[src/hw/rtl/jch_pkg.sv]
// jch_pkg: shared constants and controller/datapath interface types
// for the jump consistent hash block. No dependencies.
`default_nettype none

package jch_pkg;

	localparam int KEY_W  = 64;
	localparam int BCNT_W = 32;
	localparam int BKT_W  = 32;
	localparam int HALF_W = 32;

	// LCG multiplier 2862933555777941757, split in halves for the 32x32 unit
	localparam logic [HALF_W-1:0] LCG_MULT_LO = 32'h87B0B0FD;
	localparam logic [HALF_W-1:0] LCG_MULT_HI = 32'h27BB2EE6;

	// quotient bits produced by the divider (jump below 2^32)
	localparam int DIV_STEPS = 32;
	localparam int CNT_W     = 5;

	typedef struct packed {
		logic load;      // take a new word, start the jump chain
		logic mul0;      // key_lo * mult_lo
		logic mul1;      // key_hi * mult_lo
		logic mul2;      // key_lo * mult_hi
		logic madd;      // fold partial products, +1
		logic prep;      // set up divisor and partial remainder
		logic div_step;  // one restoring-division bit
		logic advance;   // candidate takes the new jump
		logic emit;      // candidate into output register
	} cmd_t;

	typedef struct packed {
		logic more;      // jump below bucket count
	} sts_t;

endpackage

`default_nettype wire

[src/hw/rtl/jump_consistent_hash.sv]
// Jump consistent hash: key and bucket count in, bucket index out.
// A zero bucket count goes from the check straight to the result; else each jump
// runs the key LCG on one shared 32x32 multiplier (MUL0, MUL1, MUL2, MADD), a
// divider setup, 32 divider bits and a check; the jump count is about ln(bucket_count)+1.
// One word in flight at a time; a new word is taken while the previous result waits.
// Reset (arst_n, async, active low) clears the sequencer and the output valid.
`default_nettype none

module jump_consistent_hash (
	input  wire logic        clk,
	input  wire logic        arst_n,
	input  wire logic        s_tvalid,
	output logic             s_tready,
	input  wire logic [95:0] s_tdata,   // [63:0] key, [95:64] bucket_count
	output logic             m_tvalid,
	input  wire logic        m_tready,
	output logic [31:0]      m_tdata    // [31:0] bucket
);

	jch_pkg::cmd_t cmd;
	jch_pkg::sts_t sts;

	jch_ctrl u_ctrl (
		.clk      (clk),
		.arst_n   (arst_n),
		.s_tvalid (s_tvalid),
		.s_tready (s_tready),
		.m_tvalid (m_tvalid),
		.m_tready (m_tready),
		.sts      (sts),
		.cmd      (cmd)
	);

	jch_dp u_dp (
		.clk          (clk),
		.cmd          (cmd),
		.key          (s_tdata[63:0]),
		.bucket_count (s_tdata[95:64]),
		.sts          (sts),
		.bucket       (m_tdata)
	);

endmodule

`default_nettype wire

[src/hw/rtl/jch_dp.sv]
// jch_dp: datapath of the jump consistent hash block: key LCG over a shared
// 32x32 multiplier, restoring divider for the jump, candidate and result regs.
// Depends on jch_pkg.
`default_nettype none

module jch_dp (
	input  wire logic                         clk,
	input  wire jch_pkg::cmd_t                cmd,
	input  wire logic [jch_pkg::KEY_W-1:0]    key,
	input  wire logic [jch_pkg::BCNT_W-1:0]   bucket_count,
	output jch_pkg::sts_t                     sts,
	output logic [jch_pkg::BKT_W-1:0]         bucket
);

	localparam int HW = jch_pkg::HALF_W;

	logic [jch_pkg::KEY_W-1:0]  k_q;
	logic [jch_pkg::KEY_W-1:0]  acc_q;
	logic [2*HW-1:0]            prod_q;
	logic [jch_pkg::BCNT_W-1:0] bcnt_q;
	logic [jch_pkg::BKT_W-1:0]  cand_q;
	logic [HW-1:0]              den_q;
	logic [HW-1:0]              rem_q;
	logic [HW-1:0]              quo_q;
	logic                       ovf_q;
	logic [jch_pkg::BKT_W-1:0]  bucket_q;

	logic [HW-1:0]   mul_a;
	logic [HW-1:0]   mul_b;
	logic [2*HW-1:0] mul_p;
	logic [HW-1:0]   den_w;
	logic [HW:0]     num1_w;
	logic [HW:0]     rem2_w;
	logic [HW:0]     diff_w;
	logic            ge_w;

	always_comb begin
		mul_a = k_q[HW-1:0];
		mul_b = jch_pkg::LCG_MULT_LO;
		if (cmd.mul1) begin
			mul_a = k_q[2*HW-1:HW];
		end
		if (cmd.mul2) begin
			mul_b = jch_pkg::LCG_MULT_HI;
		end
	end

	assign mul_p = mul_a * mul_b;

	// divisor (k >> 33) + 1 is at most 2^31, fits 32 bits
	assign den_w  = {1'b0, k_q[jch_pkg::KEY_W-1:33]} + 32'd1;
	assign num1_w = {1'b0, cand_q} + 33'd1;

	assign rem2_w = {rem_q, quo_q[HW-1]};
	assign diff_w = rem2_w - {1'b0, den_q};
	assign ge_w   = !diff_w[HW];

	always_ff @(posedge clk) begin
		if (cmd.load) begin
			k_q    <= key;
			bcnt_q <= bucket_count;
			cand_q <= '1;
			quo_q  <= '0;
			ovf_q  <= 1'b0;
		end
		if (cmd.mul0) begin
			prod_q <= mul_p;
		end
		if (cmd.mul1) begin
			acc_q  <= prod_q;
			prod_q <= mul_p;
		end
		if (cmd.mul2) begin
			acc_q[2*HW-1:HW] <= acc_q[2*HW-1:HW] + prod_q[HW-1:0];
			prod_q           <= mul_p;
		end
		if (cmd.madd) begin
			k_q <= acc_q + {prod_q[HW-1:0], {HW{1'b0}}} + 64'd1;
		end
		if (cmd.prep) begin
			// quotient >= 2^32 exactly when (b+1) >= 2*den; otherwise the top
			// 32 dividend bits reduce to (b+1)>>1, already below den
			den_q <= den_w;
			ovf_q <= num1_w >= {den_w, 1'b0};
			rem_q <= num1_w[HW:1];
			quo_q <= {num1_w[0], {(HW-1){1'b0}}};
		end
		if (cmd.div_step) begin
			rem_q <= ge_w ? diff_w[HW-1:0] : rem2_w[HW-1:0];
			quo_q <= {quo_q[HW-2:0], ge_w};
		end
		if (cmd.advance) begin
			cand_q <= quo_q;
		end
		if (cmd.emit) begin
			bucket_q <= cand_q;
		end
	end

	assign sts.more = !ovf_q && (quo_q < bcnt_q);
	assign bucket   = bucket_q;

endmodule

`default_nettype wire

[src/hw/rtl/jch_ctrl.sv]
// jch_ctrl: sequencer for the jump consistent hash block; steps the datapath
// through multiply, divide and check per jump, owns both handshakes.
// Depends on jch_pkg.
`default_nettype none

module jch_ctrl (
	input  wire logic          clk,
	input  wire logic          arst_n,
	input  wire logic          s_tvalid,
	output logic               s_tready,
	output logic               m_tvalid,
	input  wire logic          m_tready,
	input  wire jch_pkg::sts_t sts,
	output jch_pkg::cmd_t      cmd
);

	typedef enum logic [8:0] {
		ST_IDLE  = 9'b000000001,
		ST_MUL0  = 9'b000000010,
		ST_MUL1  = 9'b000000100,
		ST_MUL2  = 9'b000001000,
		ST_MADD  = 9'b000010000,
		ST_PREP  = 9'b000100000,
		ST_DIV   = 9'b001000000,
		ST_CHECK = 9'b010000000,
		ST_DONE  = 9'b100000000
	} state_t;

	state_t                    state_q;
	state_t                    state_d;
	logic [jch_pkg::CNT_W-1:0] cnt_q;
	logic                      out_valid_q;
	logic                      out_free;

	localparam logic [jch_pkg::CNT_W-1:0] CNT_LAST = jch_pkg::CNT_W'(jch_pkg::DIV_STEPS - 1);

	assign out_free = !out_valid_q || m_tready;
	assign s_tready = (state_q == ST_IDLE);
	assign m_tvalid = out_valid_q;

	always_comb begin
		cmd     = '0;
		state_d = state_q;
		unique case (state_q)
			ST_IDLE: begin
				if (s_tvalid) begin
					cmd.load = 1'b1;
					state_d  = ST_CHECK;
				end
			end
			ST_MUL0: begin
				cmd.mul0 = 1'b1;
				state_d  = ST_MUL1;
			end
			ST_MUL1: begin
				cmd.mul1 = 1'b1;
				state_d  = ST_MUL2;
			end
			ST_MUL2: begin
				cmd.mul2 = 1'b1;
				state_d  = ST_MADD;
			end
			ST_MADD: begin
				cmd.madd = 1'b1;
				state_d  = ST_PREP;
			end
			ST_PREP: begin
				cmd.prep = 1'b1;
				state_d  = ST_DIV;
			end
			ST_DIV: begin
				cmd.div_step = 1'b1;
				if (cnt_q == CNT_LAST) begin
					state_d = ST_CHECK;
				end
			end
			ST_CHECK: begin
				if (sts.more) begin
					cmd.advance = 1'b1;
					state_d     = ST_MUL0;
				end else begin
					state_d = ST_DONE;
				end
			end
			ST_DONE: begin
				if (out_free) begin
					cmd.emit = 1'b1;
					state_d  = ST_IDLE;
				end
			end
			default: state_d = ST_IDLE;
		endcase
	end

	always_ff @(posedge clk or negedge arst_n) begin
		if (!arst_n) begin
			state_q     <= ST_IDLE;
			cnt_q       <= '0;
			out_valid_q <= 1'b0;
		end else begin
			state_q <= state_d;
			if (cmd.prep) begin
				cnt_q <= '0;
			end else if (cmd.div_step) begin
				cnt_q <= cnt_q + 1'b1;
			end
			if (cmd.emit) begin
				out_valid_q <= 1'b1;
			end else if (m_tready) begin
				out_valid_q <= 1'b0;
			end
		end
	end

`ifndef SYNTHESIS
	a_state_onehot: assert property (@(posedge clk) disable iff (!arst_n)
		$onehot(state_q))
		else $error("state register not one-hot");

	a_emit_free: assert property (@(posedge clk) disable iff (!arst_n)
		cmd.emit |-> (!out_valid_q || m_tready))
		else $error("result overwrote an untaken word");

	a_div_len: assert property (@(posedge clk) disable iff (!arst_n)
		(state_q == ST_DIV && cnt_q == CNT_LAST) |=> (state_q == ST_CHECK))
		else $error("divider did not finish after its last bit");

	a_prep_cnt: assert property (@(posedge clk) disable iff (!arst_n)
		(state_q == ST_PREP) |=> (state_q == ST_DIV && cnt_q == '0))
		else $error("divider count not cleared");

	a_stop: assert property (@(posedge clk) disable iff (!arst_n)
		(state_q == ST_CHECK && !sts.more) |=> (state_q == ST_DONE))
		else $error("chain did not stop when jump reached bucket count");
`endif

endmodule

`default_nettype wire

[config.mk]
export PLATFORM = sky130hd
export DESIGN_NAME = jump_consistent_hash
export DESIGN_NICKNAME = d
export VERILOG_FILES = /design/src/hw/rtl/jch_pkg.sv /design/src/hw/rtl/jump_consistent_hash.sv /design/src/hw/rtl/jch_dp.sv /design/src/hw/rtl/jch_ctrl.sv
export SDC_FILE = /design/constraint.sdc
export NUM_CORES = 2
export LEC_CHECK = 0
export CAP_MARGIN = 20
export CORE_MARGIN = 2
export CORE_UTILIZATION = 55
export CTS_CLUSTER_SIZE = 14
export DETAILED_ROUTE_END_ITERATION = 8
export DONT_BUFFER_PORTS = 1
export PLACE_DENSITY = 0.78
export SLEW_MARGIN = 15
export SYNTH_ARGS = -nofsm -noshare
export SYNTH_HDL_FRONTEND = slang
export SYNTH_HIERARCHICAL = 1
export SYNTH_SLANG_ARGS = --single-unit
[constraint.sdc]
create_clock -name clk -period 18.9 [get_ports clk]
set_input_delay 0.945 -clock clk [delete_from_list [all_inputs] [get_ports clk]]
set_output_delay 0.945 -clock clk [all_outputs]
set_load 0.05 [all_outputs]
==> out/qor.yml <==
dp.final_hpwl_mm: 109
yosysTopAreaCellShare_pct: 26.0
holdBufCountCts: 0
grt_antenna_before_repair: 14
nets: 5798
drive_above_1_share_pct: 4.27
port_buffers: 0
coreArea_um2: 83700
synth_edf_count: 385
grt_use_total_pct: 29.7
synth.area.top_cells: "fa_1, edfxtp_1, ha_1"
min_path_type: "in2async"
ys_seq_elements: 400
final-setup-viol-count: 0
syn2layout_area_growth_pct: 5.94
firstDrtPassIters: 6
die_h_um: 295
fill_cells: 6995
floorplan.initialDensity_pct: 55.6
routed_wl_mm: 127
vias: 32200
period_needed_ns: 11.94
cts_setup_buffers: 0
numClockSinks: 400
synth.distinct_cells: 93
end_kind: "register"
critPathMaxStageDelay_ns: 0.97
crit_path_start_kind: "register"
syn_area_per_cell_um2: 10.3
tightestPinTransition_ns: 1.09
yosysMostFrequentCell: "inv_1"
crit_fanout: 31
cts_tree: "done"
root_buffer: "clkbuf_16"
r2r_start: "u_ctrl/state_q[5]$_DFFE_PN0P_"
first_global_vias: 33200
drc: 0
grt_overflow_total: 0
slew_headroom_pct: 25.0
synth_ff_type: "edfxtp_1"
cp_data_arrival_time_ns: 12.23
maxCapViolCount: 0
async_reset_ff_share_pct: 3.75
slowest_stage: "mux2i_1"
vias_per_cell: 5.62
clk_pin_slew_ns: 0.06
grt_max_degree: 65
seq_area_frac_synth_pct: 25.7
yosys-top-cells-count: "inv_1, fa_1, ha_1, edfxtp_1, nor2_1"
skew_ns: 0.0272
slew_viol_final: 0
io_pins: 134
cts-buffers-inserted: 38
cp.required_ns: 19.19
cts_resized: 0
synthesis.area_um2: 46500
clk_latency_ns: 0.55
clk_path_buf_depth: 3
rsz0062_at_grt: "false"
grt_pass1_wl_mm: 194
h-tree-depth: 2
gp_congestion: 1.00
drtAntennaViolNets: 0
synth-warning-count: 6
yosysTopAreaCell: "fa_1"
wl_per_cell_um: 22.2
status: "finished clean"
syn_inst: 4525
die-area_um2: 86900
crit_path_start: "u_ctrl/state_q[5]$_DFFE_PN0P_"
hold_viol: 0
setup_tns_ns: 0
critPathKind: "reg2reg"
dr.first_iter.drc_count: 2702
crit_top_cell: "fa_1"
post-route-period-util_pct: 63.2
fp-row-count: 106
die_w_um: 295
clock.fmax_mhz: 83.7
==> cell type report <==
cell class | instances | area [um2] | share of cell area, %
repair buffers | 38 | 293 | 0.594
multi-input cells | 3072 | 30700 | 62.2
well taps | 1134 | 1420 | 2.88
inverters | 1013 | 3800 | 7.71
flip-flops and latches | 400 | 11900 | 24.2
clock inverters | 21 | 173 | 0.350
clock buffers | 43 | 970 | 1.97
diodes | 14 | 35.0 | 0.0711
==> layer usage <==
layer	global-route usage (%)	share of wire, %	vias up
met1	37.9	39	15900
met2	50.0	48	1261
met5	0	0.020	-
li1	-	-	14800
met3	4.22	7.3	279
met4	13.9	5.3	4
==> layout by cell type (no fill, tap or decap), types with 44 or more instances in the layout <==
master,instances
o21ai_0,116
mux2i_1,52
ha_1,531
nand3_1,59
nand4_1,44
xor2_1,95
conb_1,62
nor2_1,274
nand2_1,219
xnor2_1,176
a21oi_1,225
a21o_1,112
edfxtp_1,385
fa_1,604
inv_1,1005
nand2b_1,50
==> critical path: cells and delay by family, from the launching register on <==
kind	cells	cell delay, ns
xor+xnor	1	0.09
compound gates	6	1.16
buf+inv	6	1.17
fa+ha+maj	9	4.00
flops	1	0.52
mux	1	0.97
simple gates	9	3.75
==> worst paths after layout <==
| kind | to | slack [ns] | cells after the start |
|---|---|---|---|
| max | u_dp/prod_q[63]$_DFFE_PP_ | 6.96 | 32 |
| min | u_ctrl/cnt_q[3]$_DFFE_PN0P_ | 0.08 | 0 |
| max reg2reg | u_dp/prod_q[63]$_DFFE_PP_ | 6.96 | 32 |
| min reg2reg | u_dp/acc_q[27]$_DFFE_PP_ | 0.46 | 0 |
| max in group asynchronous | u_ctrl/state_q[0]$_DFFE_PN1P_ | 18.64 | 0 |
| min in group clk | u_dp/acc_q[27]$_DFFE_PP_ | 0.46 | 0 |
==> per-stage QoR <==
| step | std cells | setup slack (ns) | hold slack (ns) | utilization [%] | cell area, um2 |
|---|---|---|---|---|---|
| after floorplan | 4585 | 7.61 | 0.426 | - | 46700 |
| after global placement | 5652 | 6.80 | 0.443 | 57.4 | 48000 |
| after detailed placement | 5655 | 7.09 | 0.457 | 57.5 | 48100 |
| after CTS | 5719 | 7.13 | 0.0625 | 58.8 | 49200 |
| after global routing | 5730 | 6.29 | 0.0647 | 58.9 | 49300 |
| final | 5735 | 6.96 | 0.0824 | 58.9 | 49300 |
==> flip-flops by register name (all words and copies together) (netlist names) <==
name	cells
u_dp/bcnt_q	32
u_dp/rem_q	32
u_dp/ovf_q	1
u_dp/prod_q	64
u_ctrl/m_tvalid	1
u_ctrl/cnt_q	5
u_dp/quo_q	32
u_dp/den_q	32
u_dp/k_q	64
u_dp/bucket	32
u_ctrl/state_q	9
u_dp/acc_q	64
u_dp/cand_q	32
==> kinds of logic (layout without fill, tap and decap cells) <==
group | after synthesis | in the layout | share of synthesized area (%)
other | 2 | 76 | 0.0161
AND/OR/NAND/NOR | 876 | 876 | 9.25
multiplexers | 92 | 92 | 2.07
adder cells (fa/ha/maj) | 1135 | 1135 | 40.3
flip-flops | 400 | 400 | 25.7
buffers and inverters | 1113 | 1115 | 9.10
AO/OA/AOI/OAI | 635 | 635 | 8.51
XOR/XNOR | 272 | 272 | 5.14
Power is left out: the tool's default activity adds up to more than one toggle a clock period on the data nets, which glitch-free logic cannot reach.
